[config.mk]
export PLATFORM = sky130hd
export DESIGN_NAME = hilbert_index_to_point
export DESIGN_NICKNAME = d
export VERILOG_FILES = /design/src/hidx_pkg.sv /design/src/hilbert_index_to_point.sv /design/src/hidx_ctrl.sv /design/src/hidx_datapath.sv
export SDC_FILE = /design/constraint.sdc
export NUM_CORES = 1
export LEC_CHECK = 0
export ABC_AREA = 1
export BUFFER_PORTS_ARGS = -buffer_cell sky130_fd_sc_hd__buf_2
export CELL_PAD_IN_SITES_DETAIL_PLACEMENT = 1
export CELL_PAD_IN_SITES_GLOBAL_PLACEMENT = 2
export CORE_MARGIN = 10
export CORE_UTILIZATION = 39
export CTS_CLUSTER_DIAMETER = 40
export CTS_CLUSTER_SIZE = 12
export DETAILED_ROUTE_END_ITERATION = 6
export GPL_ROUTABILITY_DRIVEN = 1
export GPL_TIMING_DRIVEN = 0
export HOLD_SLACK_MARGIN = 0.03
export PLACE_DENSITY_LB_ADDON = 0.05
export SLEW_MARGIN = 20
export SYNTH_ARGS = -nofsm -noshare
export SYNTH_HDL_FRONTEND = slang
export SYNTH_HIERARCHICAL = 1
export SYNTH_SLANG_ARGS = --single-unit
[constraint.sdc]
create_clock -name clk -period 17 [get_ports clk]
set_input_delay 0.85 -clock clk [delete_from_list [all_inputs] [get_ports clk]]
set_output_delay 0.85 -clock clk [all_outputs]
set_load 0.005 [all_outputs]
[src/hidx_pkg.sv]
// ----------------------------------------------------------------------------
// hidx_pkg
// Shared types, constants and node decode for the curve index to point block.
// ----------------------------------------------------------------------------
package hidx_pkg;

  localparam int COORD_W = 18;
  localparam int INDEX_W = 64;

  // Configuration register indexes
  localparam logic REG_DIMS   = 1'b0;
  localparam logic REG_LEVELS = 1'b1;

  typedef enum logic [1:0] {
    ST_IDLE,
    ST_RUN,
    ST_EMIT
  } state_t;

  // Controller to datapath
  typedef struct packed {
    logic load;
    logic step;
    logic emit;
  } cmd_t;

  // Datapath to controller
  typedef struct packed {
    logic single;
    logic last_level;
    logic last_axis;
  } status_t;

  // Sub-cube node: direction and inversion signs (1 = negative), swap axis
  typedef struct packed {
    logic [3:0] u_neg;
    logic [3:0] v_neg;
    logic [1:0] l;
  } node_t;

  // Largest level count so that dims*levels stays within the 64-bit index
  function automatic logic [6:0] level_cap(input logic [2:0] n);
    logic [6:0] r;
    case (n)
      3'd2:    r = 7'd32;
      3'd3:    r = 7'd21;
      3'd4:    r = 7'd16;
      default: r = 7'd64;
    endcase
    return r;
  endfunction

  // Node of one digit s among n axes (n = 2..4, s already masked to n bits)
  function automatic node_t node_of_digit(input logic [3:0] s, input logic [2:0] n);
    node_t      r;
    logic [4:0] top;
    logic [4:0] half;
    logic [4:0] rem;
    logic       prev_neg;
    logic       cur_neg;
    logic       q_neg;
    logic [1:0] last_ax;
    r        = '0;
    top      = (5'd1 << n) - 5'd1;
    last_ax  = 2'(n - 3'd1);
    half     = 5'd1 << n;
    rem      = {1'b0, s};
    prev_neg = 1'b1;
    cur_neg  = 1'b1;
    q_neg    = 1'b0;
    if (s == 4'd0) begin
      r.l = last_ax;
      for (int i = 0; i < 4; i++) begin
        if (i < int'(n)) begin
          r.u_neg[i] = 1'b1;
          r.v_neg[i] = 1'b1;
        end
      end
    end else if ({1'b0, s} == top) begin
      r.l = last_ax;
      for (int i = 0; i < 4; i++) begin
        if (i < int'(n)) begin
          r.u_neg[i] = 1'b1;
          r.v_neg[i] = 1'b1;
        end
      end
      r.u_neg[0]       = 1'b0;
      r.v_neg[0]       = 1'b0;
      r.v_neg[last_ax] = 1'b0;
    end else begin
      // walk the digit from its top bit, tracking direction changes
      for (int i = 0; i < 4; i++) begin
        if (i < int'(n)) begin
          half = half >> 1;
          if (rem >= half) begin
            if (rem == half && rem != 5'd1) begin
              r.l   = 2'(i);
              q_neg = 1'b1;
            end
            rem     = rem - half;
            cur_neg = 1'b0;
          end else begin
            cur_neg = 1'b1;
            if (rem == half - 5'd1 && rem != 5'd0) begin
              r.l   = 2'(i);
              q_neg = 1'b0;
            end
          end
          r.u_neg[i] = (prev_neg == cur_neg);
          r.v_neg[i] = r.u_neg[i];
          prev_neg   = cur_neg;
        end
      end
      r.v_neg[r.l]     = r.v_neg[r.l] ^ q_neg;
      r.v_neg[last_ax] = ~r.v_neg[last_ax];
    end
    return r;
  endfunction

endpackage

[src/hilbert_index_to_point.sv]
// ----------------------------------------------------------------------------
// hilbert_index_to_point
// Curve index to cube point, one coordinate per result transaction.
// ----------------------------------------------------------------------------
//  channel  | ports                        | handshake
//  ---------+------------------------------+---------------------------------
//  input    | index, at_end                | start high while busy low
//  result   | axis, coord, last            | valid strobe, one cycle each
//  config   | cfg_idx, cfg_data            | cfg_we, taken at once
//
// An item is loaded, then refined one level per cycle through the node
// decode and accumulators (one dimension is finished at load and skips
// the refinement), then emitted in emit cycles of one axis each. Results
// show in the cycle after their emit cycle and follow each other without gaps.
// Reset restores dims = 2 and levels = 10 and returns to idle.
// The receiver cannot stall; busy drops once the last axis has been emitted.
// ----------------------------------------------------------------------------
module hilbert_index_to_point import hidx_pkg::*; #(
  parameter int MAX_DIMS   = 4,
  parameter int MAX_LEVELS = 16
) (
  input  logic                      clk,
  input  logic                      rst,
  input  logic                      start,
  output logic                      busy,
  input  logic [INDEX_W-1:0]        index,
  input  logic                      at_end,
  output logic                      valid,
  output logic [1:0]                axis,
  output logic signed [COORD_W-1:0] coord,
  output logic                      last,
  input  logic                      cfg_we,
  input  logic                      cfg_idx,
  input  logic [4:0]                cfg_data
);

  logic [2:0] dims;
  logic [4:0] levels;
  cmd_t       cmd;
  status_t    status;

  // Configuration registers
  always_ff @(posedge clk) begin
    if (rst) begin
      dims   <= 3'd2;
      levels <= 5'd10;
    end else if (cfg_we) begin
      case (cfg_idx)
        REG_DIMS:   dims   <= cfg_data[2:0];
        REG_LEVELS: levels <= cfg_data;
        default:    ;
      endcase
    end
  end

  hidx_ctrl u_ctrl (
    .clk    (clk),
    .rst    (rst),
    .start  (start),
    .status (status),
    .cmd    (cmd),
    .busy   (busy)
  );

  hidx_datapath #(
    .MAX_DIMS   (MAX_DIMS),
    .MAX_LEVELS (MAX_LEVELS)
  ) u_dp (
    .clk        (clk),
    .rst        (rst),
    .cmd        (cmd),
    .status     (status),
    .cfg_dims   (dims),
    .cfg_levels (levels),
    .index      (index),
    .at_end     (at_end),
    .valid      (valid),
    .axis       (axis),
    .coord      (coord),
    .last       (last)
  );

  // An accepted transaction makes the block busy
  a_start_busy: assert property (@(posedge clk) disable iff (rst)
    (start && !busy) |=> busy)
    else $error("accepted transaction did not raise busy");

  // A point's last result is never directly followed by another result
  a_last_gap: assert property (@(posedge clk) disable iff (rst)
    (valid && last) |=> !valid)
    else $error("result follows the last axis of a point");

  // Axes of one point come back to back in order
  a_axis_seq: assert property (@(posedge clk) disable iff (rst)
    (valid && !last) |=> (valid && axis == $past(axis) + 2'd1))
    else $error("axis sequence broken");

  // Only axis 0 may open a point
  a_axis_first: assert property (@(posedge clk) disable iff (rst)
    (valid && axis != 2'd0) |-> $past(valid))
    else $error("point opened on a nonzero axis");

  // More axes pending means the block is still busy
  a_busy_out: assert property (@(posedge clk) disable iff (rst)
    (valid && !last) |-> busy)
    else $error("idle while axes are pending");

endmodule

[src/hidx_ctrl.sv]
// ----------------------------------------------------------------------------
// hidx_ctrl
// Sequencer: load, one refinement level per cycle, then one axis per cycle.
// ----------------------------------------------------------------------------
module hidx_ctrl import hidx_pkg::*; (
  input  logic    clk,
  input  logic    rst,
  input  logic    start,
  input  status_t status,
  output cmd_t    cmd,
  output logic    busy
);

  state_t state;
  state_t state_next;

  // State register
  always_ff @(posedge clk) begin
    if (rst) begin
      state <= ST_IDLE;
    end else begin
      state <= state_next;
    end
  end

  // Next state and commands
  always_comb begin
    state_next = state;
    cmd        = '0;
    case (state)
      ST_IDLE: begin
        if (start) begin
          cmd.load   = 1'b1;
          state_next = ST_RUN;
        end
      end
      ST_RUN: begin
        // one dimension: the point is ready right after the load
        if (status.single) begin
          state_next = ST_EMIT;
        end else begin
          cmd.step = 1'b1;
          if (status.last_level) begin
            state_next = ST_EMIT;
          end
        end
      end
      ST_EMIT: begin
        cmd.emit = 1'b1;
        if (status.last_axis) begin
          state_next = ST_IDLE;
        end
      end
      default: begin
        state_next = ST_IDLE;
      end
    endcase
  end

  assign busy = (state != ST_IDLE);

endmodule

[src/hidx_datapath.sv]
// ----------------------------------------------------------------------------
// hidx_datapath
// Digit extraction, node decode, sign tracking and coordinate accumulators.
// ----------------------------------------------------------------------------
module hidx_datapath import hidx_pkg::*; #(
  parameter int MAX_DIMS   = 4,
  parameter int MAX_LEVELS = 16
) (
  input  logic                      clk,
  input  logic                      rst,
  input  cmd_t                      cmd,
  output status_t                   status,
  input  logic [2:0]                cfg_dims,
  input  logic [4:0]                cfg_levels,
  input  logic [INDEX_W-1:0]        index,
  input  logic                      at_end,
  output logic                      valid,
  output logic [1:0]                axis,
  output logic signed [COORD_W-1:0] coord,
  output logic                      last
);

  localparam int ACC_W    = MAX_LEVELS + 2;
  localparam int LVL_W    = $clog2(MAX_LEVELS + 1);
  localparam int DIMS_CAP = (MAX_DIMS < 4) ? MAX_DIMS : 4;

  // Held transaction context
  logic [INDEX_W-1:0]      idx_r;
  logic                    end_r;
  logic [2:0]              n_r;
  logic [LVL_W-1:0]        m_r;
  logic [6:0]              pos_r;
  logic [ACC_W-1:0]        wt_r;
  logic signed [ACC_W-1:0] y_r [4];
  logic [3:0]              w_neg_r;
  logic [1:0]              it_r;
  logic [LVL_W-1:0]        lvl_r;
  logic [1:0]              axis_r;

  // Effective dimensions and levels from the registers
  logic [2:0]              n_eff;
  logic [6:0]              lv_ext;
  logic [6:0]              m_clamp;
  logic [6:0]              m_eff;
  logic [9:0]              total;
  logic [ACC_W-1:0]        full;
  logic [ACC_W-1:0]        xs;
  logic signed [ACC_W-1:0] y_single;

  always_comb begin
    if (cfg_dims == 3'd0) begin
      n_eff = 3'd1;
    end else if (cfg_dims > 3'(DIMS_CAP)) begin
      n_eff = 3'(DIMS_CAP);
    end else begin
      n_eff = cfg_dims;
    end
    lv_ext = {2'b00, cfg_levels};
    if (lv_ext < 7'd2) begin
      m_clamp = 7'd2;
    end else if (lv_ext > 7'(MAX_LEVELS)) begin
      m_clamp = 7'(MAX_LEVELS);
    end else begin
      m_clamp = lv_ext;
    end
    m_eff = (m_clamp > level_cap(n_eff)) ? level_cap(n_eff) : m_clamp;
    total = 10'(n_eff) * 10'(m_eff);
  end

  // One dimension: y = 2*x - 2^m directly
  assign full     = ACC_W'(1) << m_eff;
  assign xs       = index[ACC_W-1:0] & (full - ACC_W'(1));
  assign y_single = at_end ? $signed(full) : $signed((xs << 1) - full);

  // Digit of the current level
  logic [INDEX_W-1:0] shifted;
  logic [3:0]         dmask;
  logic [3:0]         digit;

  assign shifted = idx_r >> pos_r;
  assign dmask   = 4'((5'd1 << n_r) - 5'd1);
  assign digit   = end_r ? dmask : (shifted[3:0] & dmask);

  // Node decode, axis swap and sign update for one level
  node_t                   nd;
  logic [3:0]              u_sw;
  logic [3:0]              v_sw;
  logic [1:0]              l_adj;
  logic [3:0]              w_next;
  logic signed [ACC_W-1:0] y_step [4];

  always_comb begin
    nd         = node_of_digit(digit, n_r);
    u_sw       = nd.u_neg;
    v_sw       = nd.v_neg;
    u_sw[0]    = nd.u_neg[it_r];
    u_sw[it_r] = nd.u_neg[0];
    v_sw[0]    = nd.v_neg[it_r];
    v_sw[it_r] = nd.v_neg[0];
    if (nd.l == 2'd0) begin
      l_adj = it_r;
    end else if (nd.l == it_r) begin
      l_adj = 2'd0;
    end else begin
      l_adj = nd.l;
    end
    for (int i = 0; i < 4; i++) begin
      w_next[i] = w_neg_r[i] ^ ~v_sw[i];
      y_step[i] = (u_sw[i] ^ w_neg_r[i]) ? (y_r[i] - $signed(wt_r))
                                         : (y_r[i] + $signed(wt_r));
    end
  end

  // Context and accumulator registers
  always_ff @(posedge clk) begin
    if (cmd.load) begin
      idx_r   <= index;
      end_r   <= at_end;
      n_r     <= n_eff;
      m_r     <= LVL_W'(m_eff);
      pos_r   <= 7'(total - 10'(n_eff));
      wt_r    <= ACC_W'(1) << (m_eff - 7'd1);
      w_neg_r <= '0;
      it_r    <= 2'd0;
      lvl_r   <= '0;
      axis_r  <= 2'd0;
      // one dimension is finished at load time
      for (int i = 0; i < 4; i++) begin
        if (i == 0 && n_eff == 3'd1) begin
          y_r[i] <= y_single;
        end else begin
          y_r[i] <= '0;
        end
      end
    end else if (cmd.step) begin
      pos_r   <= pos_r - 7'(n_r);
      wt_r    <= wt_r >> 1;
      w_neg_r <= w_next;
      it_r    <= l_adj;
      lvl_r   <= lvl_r + LVL_W'(1);
      for (int i = 0; i < 4; i++) begin
        y_r[i] <= y_step[i];
      end
    end else if (cmd.emit) begin
      axis_r <= axis_r + 2'd1;
    end
  end

  // Status to the controller
  assign status.single     = (n_r == 3'd1);
  assign status.last_level = (lvl_r == m_r - LVL_W'(1));
  assign status.last_axis  = (axis_r == 2'(n_r - 3'd1));

  // Result register
  always_ff @(posedge clk) begin
    if (rst) begin
      valid <= 1'b0;
    end else begin
      valid <= cmd.emit;
    end
  end

  always_ff @(posedge clk) begin
    if (cmd.emit) begin
      axis  <= axis_r;
      coord <= COORD_W'(y_r[axis_r]);
      last  <= status.last_axis;
    end
  end

endmodule

* Word-level counts from Yosys, hierarchy flattened
Memory sizes are Yosys's and may differ from the RTL's. A register that Yosys moved wholly into a read port is not among the register bits. Index checks and enable logic that the tools add are counted.
Word-level totals: bits in writable memories 72, register bits after elaboration 125, output and inout bits 23, memories 1, bits of input ports 75, logic and storage cells 302
Memories:
- u_dp.y_r | words 4, bits a word 18, rd ports 5, clocked after memory_dff 1, wr ports 4, RTL line hidx_datapath.sv:34 | logic signed [ACC_W-1:0] y_r [4];
Operators by class: shift-type cells 4, add/subtract/negate cells 24, mux-type cells 160, bitwise operators 26, equal/unequal tests 28, order comparisons 18, reductions and logical operators 24, multipliers 1
Operators with widths (count):
- two-way mux 18 bit | 12
- two-way mux 5 bit | 23
- subtractor 18 bit | 5
- two-way mux 1 bit | 82
- adder 18 bit | 4
- >> shifter 64 x 7 -> 4 bit | 1
- two-way mux 2 bit | 19
- left shift 1 x 7 -> 18 bit, first input constant | 2
- two-way mux 7 bit | 3
- case mux 7 bit (3 select lines) | 1
- == test 5 bit | 4
- two-way mux 10 bit | 2
- AND 17 bit | 1
- subtractor 17 x 1 -> 17 bit, second input constant | 1
- bitwise mux 4 bit | 4
- == test 5 x 4 -> 1 bit | 3
- >= comparator 5 x 4 -> 1 bit | 3
- two-way mux 3 bit | 5
- != test 5 x 1 -> 1 bit, second input constant | 3
- nonzero test 5 bit | 3
- subtractor 4 x 1 -> 5 bit, second input constant | 3
- subtractor 7 x 3 -> 7 bit | 2
- logical AND 1 bit | 10
- subtractor 5 x 1 -> 5 bit, second input constant | 2
- 44 further kinds | 87

* Longest topological paths before layout
Gate-level depths: netlist of the first run.
depth after elaboration 44, depth in mapped cells 99, depth with buffers taken out 96

* Modules after synthesis
The synthesis of the first run kept the hierarchy.
Modules (own cells, without submodules):
- hidx_datapath | cells each 2468, times used 1, area each 17770.8 µm², seq. area each 6015.8 µm²
- hilbert_index_to_point | cells each 42, times used 1, area each 306.5 µm², seq. area each 160.2 µm²
- hidx_ctrl | cells each 21, times used 1, area each 128.9 µm², seq. area each 40.0 µm²

* Worst setup path before layout of the first run
No wires, ideal clock.
kind reg2reg, start point register u_dp.n_r[0], end point memory u_dp/y_r[3][17] (netlist name) (data pin), arrival 10.125 ns, cell stages (with the launch flop) 86, period minus slack after synthesis 10.386 ns, slack 6.614 ns, path buffers 2, cells stage by stage edfxtp_1 > inv_1 > ha_1 > inv_1 > nor2_1 > nor3_1 > xor2_1 > inv_1 > nand2_1 > inv_1 > ha_1 > nand4_1 > nand3_2 > inv_2 > nor2_8 > inv_1 > or2_2 > nand2_4 > [... 50 more ...] > o21ai_0 > nand2_1 > nand2_1 > inv_1 > nor2_1 > inv_1 > a21oi_1 > inv_1 > nand2_1 > inv_1 > nor2_1 > inv_1 > a21oi_1 > nor2_1 > nor2_1 > o21bai_1 > o21ai_0 > a21oi_1
RTL lines:
- from (decl) | RTL line hidx_datapath.sv:30 | logic [2:0] n_r;
- from (signal assigned) | RTL line hidx_datapath.sv:119 | n_r <= n_eff;
- to (decl) | RTL line hidx_datapath.sv:34

==> summary.txt, run 1 <==
Post-Syn Instances - 2531
Die width - 236 um
Synth async-reset ratio - 0
CP max stage delay - 0.66 ns
Chip height - 236 um
Vias - 17915
Drt wl/cell - 20.2 um
Starting Density - 0.393
Ys flop type - edfxtp_1
Period utilization - 0.777
Cts repair resizes - 0
Worst slew margin - 0.285
Final min period - 13.21 ns
Vias in the first global route - 18876
DRT Pass-1 Iters - 5
Worst hold path class - input pin to flop
Clock slew at reported path FFs - 0.05 ns
CP max FO - 10
Cell taking the most area after synthesis - edfxtp_1
Placed cells - 3247
Number of synthesized flops with an enable pin - 191
Post-Route WL - 67300 um
DRT iter0 DRCs - 1046
CORE AREA - 0.0464 mm2
Total Neg Setup Slack - 0 ns
Worst-Margin Slew - 1.07 ns
Drt drc - 0
Path type of the worst setup path - flop to flop
Final-stage net count - 2907
Final ANT Viol Nets - 0
Final core occ - 0.458
Largest net degree at the start of global routing - 73
Endpoints failing setup - 0
Sequential fraction of the synthesis area - 0.341
Final setup margin - 3.79 ns
FF+latch count, synth - 215
Hold_buf cts - 0
Post-CTS Setup Bufs - 0
Post-Syn Area - 0.0182 mm2
Synth top area cells - edfxtp_1 (32%), nand2_1 (12%), ha_1 (8.8%)
Fin. Hold Viols - 0
GPL Wtd Cong - 0.886
Status - completed
Most common cell on crit path - inv_1
Clk root buf - clkbuf_16
Number of synthesis warnings - 6
Post-synthesis cell type count - 57
Type of destination of the critical path - flop
Die area - 0.0557 mm2
Startpoint Class - flop
DP Worst Slack - 3.86 ns
Grt ovf - 0
Top-area cell type share of the netlist area - 0.315
Global-route usage over all layers - 0.236
Area delta synth->final - 16.7%
Clock Path Buffers - 3
Htree depth - 2
Unrepaired setup endpoints after global routing - false
Post-route insts no fill - 3335
Clock net sink count - 215
ANT cells - 0
Final HPWL DP - 52100 um
Post-DR vias/cell - 5.37
CP arrival - 13.52 ns
CP Data Required Time - 17.31 ns
Clock skew - 0.0266 ns
I/O Buffers - 97
Average cell area after synthesis - 7.19 um2
IO Count - 98
# rows - 79
Slowest-stage cell, CP - edfxtp_1
Max-cap violation count - 0
TritonCTS clock tree - yes
Antenna violations before repair - 0
Most common cell after layout, fill and taps aside - nand2_1
Num CTS Buffers - 47
First-pass GRT wire length - 105000 um
Commonest cells after routing, fill and taps aside - nand2_1 (586), inv_1 (315), nor2_1 (275), o21ai_0 (214), nand3_1 (205)
Final slew viol count - 0
Worst-Skew Late Latency - 0.58 ns
Max frequency - 75.7 MHz
Layout cells sized above 1 - 0.111
-- cells by family after synthesis --
kind of cell    Yosys count  share of synthesized area
xor+xnor                 49                     0.0236
compound gates          488                      0.146
other cells               2                   0.000412
flops                   215                      0.341
simple gates           1210                      0.290
fa+ha+maj               143                      0.104
buf+inv                 424                     0.0938
-- cells in the mapped netlist, types with 25 or more instances --
library cell,number
a21oi_1,161
nand3_1,205
o21ai_0,214
nor3_1,25
xor2_1,35
ha_1,128
o22ai_1,37
nand2_1,586
inv_1,317
nor2_1,276
edfxtp_1,191
clkbuf_1,53
-- metrics by stage --
step | area (um2) | hold WS [ns]
3_3_place_gp | 19500 | 0.446
2_1_floorplan | 18200 | 0.406
6_report | 21300 | 0.448
5_1_grt | 21300 | 0.433
3_5_place_dp | 19600 | 0.450
4_1_cts | 21300 | 0.425
-- layer usage --
metal  wire length [um]  GRT usage  share of wire  vias to the layer above
li1                   -          -              -                     8759
met1              29300      0.290           0.44                     8646
met2              32800      0.411           0.49                      401
met3               3180     0.0358          0.047                      109
met4               2090     0.0798          0.031                        0
met5                  0          0              0                        -
-- path summary, 6_finish.rpt --
check | slack (ns) | cells past startpoint | end | startpoint
hold / removal | 0.45 | 1 | u_dp/idx_r[22] | index[22]
hold reg to reg | 0.46 | 0 | u_dp/axis[1] | u_dp/axis_r[1]
setup reg to reg | 3.79 | 85 | u_dp/y_r[3][17] | u_dp/n_r[0]
setup / recovery | 3.79 | 85 | u_dp/y_r[3][17] | u_dp/n_r[0]
-- state kept, by name, summed over array words and instances, names as in the netlist --
register / cells
u_dp/end_r: 1
u_dp/wt_r: 18
u_dp/n_r: 3
u_ctrl/state: 2
u_dp/m_r: 5
u_dp/axis_r: 2
u_dp/idx_r: 64
u_dp/axis: 2
u_dp/w_neg_r: 4
u_dp/last: 1
u_dp/coord: 18
dims: 3
u_dp/valid: 1
u_dp/it_r: 2
u_dp/pos_r: 7
u_dp/y_r: 72
levels: 5
u_dp/lvl_r: 5
-- area by class of cell --
cell class              count  area, um2
plain buffers              84        428
clock buffers              55       1250
clock inverters            33        434
fillers                  5887      25100
inverters                 340       1290
multi-input cells        1901      10300
flip-flops and latches    215       6220
well taps                 607        759
repair buffers            100        553
-- critical path: cells and delay by family, from the launching register on --
kind / cells / cell delay (ns)
buffers and inverters: 23 / 2.90
and+or+nand+nor: 38 / 4.39
AOI/OAI and AO/OA: 16 / 2.73
DFF: 1 / 0.66
xor gates and xnor gates: 2 / 0.47
adders and majority gates: 6 / 1.80
Power of run 1 is not shown: default switching activity piles up to over one toggle a cycle in this logic, so the estimate is an artifact.
==> run 2, diff against run 1 <==
--- a/config.mk
+++ b/config.mk
@@ -10,7 +10,7 @@
 export CELL_PAD_IN_SITES_DETAIL_PLACEMENT = 1
 export CELL_PAD_IN_SITES_GLOBAL_PLACEMENT = 2
 export CORE_MARGIN = 10
-export CORE_UTILIZATION = 39
+export CORE_UTILIZATION = 33
 export CTS_CLUSTER_DIAMETER = 40
 export CTS_CLUSTER_SIZE = 12
 export DETAILED_ROUTE_END_ITERATION = 6
==> constraint.sdc (replaced) <==
create_clock -name clk -period 10.7 [get_ports clk]
set_input_delay 0.535 -clock clk [delete_from_list [all_inputs] [get_ports clk]]
set_output_delay 0.535 -clock clk [all_outputs]
set_load 0.005 [all_outputs]
==> run 2 against run 1 <==
Effect of this change: the run now ends with setup timing left; die area increased by 17%; critical path depth down 1; worst setup slack lost 3.8 ns; via count increased by 3.1%; cell area is 13% higher; wire length increased by 9.1%; utilization decreased by 2.2 points; register-to-register slack got worse by 3.8 ns; maximum frequency is 23% higher; clock skew rose by 0.0022 ns; clock-buffer cell count shrank 3; global-route usage decreased by 1.3 points; largest cell class unchanged.
==> summary.txt, run 2 (synthesis gave the netlist of run 1 again) <==
Hold Crit Start - index[32]
Commonest cells after routing, fill and taps aside - nand2_1 (541), inv_1 (295), nor2_1 (260), edfxtp_1 (191), o21ai_0 (187)
Area delta synth->final - 31.5%
Most common cell after layout, fill and taps aside - nand2_1
Largest net degree at the start of global routing - 54
Hold_buf cts - 0
Filler cell count in the final layout - 6750
Final HPWL DP - 54300 um
Max-cap violation count - 0
Vias - 18466
Final core occ - 0.436
CP arrival - 11.08 ns
Most common cell on crit path - buf_4
Drt drc - 0
Largest regs - u_dp/y_r: 72 flops, u_dp/idx_r: 64 flops
Multi-input logic area - 0.0115 mm2
Clock net sink count - 215
Path type of the worst setup path - flop to flop
Total Neg Setup Slack - -0.0584 ns
Clock skew - 0.0289 ns
Period utilization - 1.01
Antenna violations before repair - 2
Crit-path leading delay family - simple AND/OR/NAND/NOR gates
Clk root buf - clkbuf_16
Worst r2r dst - u_dp/y_r[0][3]
Max frequency - 93.0 MHz
Max FFs per register - 72
Failing checks - setup timing
FF-to-FF Start - u_dp/pos_r[0]
CP max FO - 7
Worst slew margin - 0.294
Placed cells - 3344
GPL Wtd Cong - 0.856
CP Data Required Time - 11.02 ns
Clock Path Buffers - 3
Final-stage net count - 3068
IO Count - 98
Worst-Margin Slew - 1.06 ns
Chip height - 255 um
Fin. Hold Viols - 0
Final min period - 10.76 ns
Layout cells sized above 1 - 0.231
Hold depth - 1
First-pass GRT wire length - 112000 um
Die area - 0.0650 mm2
Worst hold slack - 0.117 ns
Hold EP - u_dp/idx_r[32]
Endpoints failing setup - 1
Worst reg2reg setup slack - -0.06 ns
Slowest-stage cell, CP - edfxtp_1
Type of destination of the critical path - flop
CP bufs+invs - 31
CP max stage delay - 0.43 ns
Worst R2R Path Depth - 84
Final slew viol count - 0
Status - finished, violations left
Starting Density - 0.332
DRT iter0 DRCs - 890
Final setup margin - -0.0584 ns
Unrepaired setup endpoints after global routing - true
Die width - 255 um
DRT Pass-1 Iters - 7
TritonCTS clock tree - yes
Drt wl/cell - 20.4 um
Register area - 0.00622 mm2
Most flops, register - u_dp/y_r
Worst hold path class - input pin to flop
Htree depth - 2
Vias in the first global route - 19661
Worst-Skew Late Latency - 0.59 ns
Startpoint Class - flop
ANT cells - 0
Clock slew at reported path FFs - 0.05 ns
Num CTS Buffers - 49
Final ANT Viol Nets - 0
CORE AREA - 0.0549 mm2
Global-route usage over all layers - 0.223
I/O Buffers - 97
Post-route insts no fill - 3594
Post-DR vias/cell - 5.14
Post-Route WL - 73400 um
Grt ovf - 0
# rows - 86
==> run 2: worst max-delay path by stage <==
stage                              from         endpoint  slack (ns)  depth (start not counted)
after floorplan             u_dp/n_r[0]  u_dp/y_r[3][17]        0.31                         85
after global placement      u_dp/n_r[0]  u_dp/y_r[3][17]       -2.50                         85
after detailed placement    u_dp/n_r[0]  u_dp/y_r[3][17]       -2.82                         85
after CTS                 u_dp/pos_r[2]  u_dp/y_r[0][17]       -0.23                         90
after global routing      u_dp/pos_r[0]  u_dp/y_r[0][17]       -0.71                         95
final                     u_dp/pos_r[0]   u_dp/y_r[0][3]       -0.06                         84
==> run 2: metal layers <==
layer / GRT usage / wire [um] / part of all wire
met1: 0.276 / 32000 / 0.44
met4: 0.0757 / 2220 / 0.030
met3: 0.0284 / 3100 / 0.042
met5: 0 / 0 / 0
met2: 0.393 / 36100 / 0.49
==> run 2: layout make-up <==
cell class,count,area share
multi-input cells,1901,0.479
flip-flops and latches,215,0.260
repair buffers,261,0.0774
inverters,340,0.0556
clock buffers,52,0.0517
well taps,704,0.0368
plain buffers,82,0.0235
clock inverters,39,0.0164
==> run 2: worst reg2reg max path: cells and delay by family (launching register included) <==
family | cells | cell delay [ns]
AND/OR/NAND/NOR | 42 | 4.24
buffers and inverters | 31 | 3.49
adder cells (fa/ha/maj) | 5 | 1.21
XOR/XNOR | 1 | 0.16
flip-flops | 1 | 0.43
AO/OA/AOI/OAI | 5 | 0.92
==> run 2: what timing repair did <==
item / in CTS / in global routing
pin swaps: 61 / 111
endpoints found under the setup margin: 42 / 30
setup buffers: 130 / 40
gates resized for setup: 159 / 200
gates cloned: 2 / 0
==> run 2: through the flow <==
step / instance area, um2 / setup WS (ns)
after detailed placement: 19700 / -2.82
after CTS: 22900 / -0.225
after global placement: 19600 / -2.50
final: 23900 / -0.0584
after global routing: 23900 / -0.709
after floorplan: 18200 / 0.314
Power of run 2 is left out for the same reason.
==> run 3, diff against run 2 <==
--- a/config.mk
+++ b/config.mk
@@ -9,6 +9,7 @@
 export BUFFER_PORTS_ARGS = -buffer_cell sky130_fd_sc_hd__buf_2
 export CELL_PAD_IN_SITES_DETAIL_PLACEMENT = 1
 export CELL_PAD_IN_SITES_GLOBAL_PLACEMENT = 2
+export CORE_ASPECT_RATIO = 0.9
 export CORE_MARGIN = 10
 export CORE_UTILIZATION = 33
 export CTS_CLUSTER_DIAMETER = 40
==> run 3 against run 2 <==
Effect of this change: the run still ends with setup timing left; clock-buffer cell count rose by 1; global-route usage is 0.47 points higher; via count grew 1.8%; worst setup slack worse by 0.19 ns; flip-flop and latch count did not move; sequential share of layout area down 0.74 points; register-to-register slack worse by 0.19 ns; final cell count grew 1.3%; utilization up 1.7 points.
==> summary.txt, run 3 (synthesis gave the netlist of run 1 again) <==
Unrepaired setup endpoints after global routing - true
# rows - 81
Clock net sink count - 215
Grt ovf - 0
Worst hold path class - input pin to flop
Max-cap violation count - 0
Post-route cell area - 0.0246 mm2
DRT iter0 DRCs - 975
DRT Pass-1 Iters - 5
CP max FO - 6
TritonCTS clock tree - yes
Worst reg2reg setup slack - -0.25 ns
CP Data Required Time - 11.13 ns
Num CTS Buffers - 48
ANT cells - 0
Die area - 0.0650 mm2
Final slew viol count - 0
Commonest cells after routing, fill and taps aside - nand2_1 (522), inv_1 (295), nor2_1 (261), o21ai_0 (196), buf_4 (195)
Status - finished, violations left
Clock skew - 0.0724 ns
Drt wl/cell - 20.9 um
Final min period - 10.95 ns
Startpoint Class - flop
Final setup margin - -0.252 ns
Most common cell after layout, fill and taps aside - nand2_1
CP arrival - 11.38 ns
Max FFs per register - 72
Type of destination of the critical path - flop
Worst R2R Path Depth - 92
Worst hold slack - 0.101 ns
FF-to-FF Start - u_dp/pos_r[0]
Slowest-stage cell, CP - edfxtp_1
Die width - 268 um
Final-stage net count - 3112
Crit path capture - u_dp/w_neg_r[0]
Clk root buf - clkbuf_16
CP startpoint - u_dp/pos_r[0]
Fin. Hold Viols - 0
Worst-Skew Late Latency - 0.61 ns
Path type of the worst setup path - flop to flop
Failing checks - setup timing
Starting Density - 0.335
Chip height - 243 um
Cell Area, Placed - 0.0197 mm2
Vias - 18801
Final HPWL DP - 54600 um
Largest net degree at the start of global routing - 62
First-pass GRT wire length - 116000 um
Area delta synth->final - 35.4%
Global-route usage over all layers - 0.228
Filler cell count in the final layout - 6631
IO Count - 98
Worst-Margin Slew - 1.05 ns
Register area - 0.00622 mm2
Multi-input logic area - 0.0117 mm2
Hold depth - 1
Worst slew margin - 0.300
Final ANT Viol Nets - 0
Htree depth - 2
Max frequency - 91.3 MHz
CP max stage delay - 0.43 ns
I/O Buffers - 97
Clock slew at reported path FFs - 0.05 ns
Most flops, register - u_dp/y_r
Vias in the first global route - 20042
GPL Wtd Cong - 0.845
Clock Path Buffers - 3
Endpoints failing setup - 7
Drt drc - 0
Total Neg Setup Slack - -1.20 ns
Most common cell on crit path - buf_4
Antenna violations before repair - 0
Layout cells sized above 1 - 0.255
Period utilization - 1.02
Hold_buf cts - 0
Worst r2r dst - u_dp/w_neg_r[0]
Post-DR vias/cell - 5.17
CORE AREA - 0.0544 mm2
Post-Route WL - 76200 um
Largest regs - u_dp/y_r: 72 flops, u_dp/idx_r: 64 flops
run 3: final cells by class:
type	instances	share of cell area
Clock buffer	53	0.0521
Timing Repair Buffer	307	0.0919
Clock inverter	37	0.0156
Sequential cell	215	0.252
Inverter	340	0.0541
Buffer	81	0.0241
Multi-Input combinational cell	1901	0.474
Tap cell	705	0.0358
run 3: repair_timing:
action                     4_1_cts  5_1_grt
pin swaps                       82      147
cloned                           3        3
hold endpoints to repair         0        0
gates resized for setup        227      186
setup endpoints to repair       38       28
buffers inserted               179       42
run 3: worst min path at each step:
| stage | to | startpoint |
|---|---|---|
| CTS | u_dp/idx_r[44] | index[44] |
| finish | u_dp/idx_r[19] | index[19] |
| global placement | u_dp/axis[1] | u_dp/axis_r[1] |
| detailed placement | u_dp/axis[1] | u_dp/axis_r[1] |
| floorplan | u_dp/axis[1] | u_dp/axis_r[1] |
| global route | u_dp/idx_r[21] | index[21] |
run 3: routing by layer:
| layer | wire (um) | share of wire | GRT usage | up-vias |
|---|---|---|---|---|
| met3 | 3080 | 0.040 | 0.0284 | 120 |
| li1 | - | - | - | 9185 |
| met1 | 33800 | 0.44 | 0.288 | 9157 |
| met5 | 0 | 0 | 0 | - |
| met2 | 37300 | 0.49 | 0.398 | 339 |
| met4 | 1970 | 0.026 | 0.0638 | 0 |
run 3: worst max-delay path, delay by kind of cell (launching register included):
family | cells | cell delay [ns]
DFF | 1 | 0.43
AOI/OAI and AO/OA | 3 | 0.35
and+or+nand+nor | 39 | 3.80
buffers and inverters | 48 | 5.59
adders and majority gates | 2 | 0.59
run 3: metrics by stage:
step	setup slack, ns	util	std cells
2_1_floorplan	0.314	-	2540
3_3_place_gp	-2.30	0.360	3342
3_5_place_dp	-2.52	0.362	3346
4_1_cts	-0.214	0.433	3603
5_1_grt	-1.02	0.453	3639
6_report	-0.252	0.453	3639
Power of run 3 is left out for the same reason.
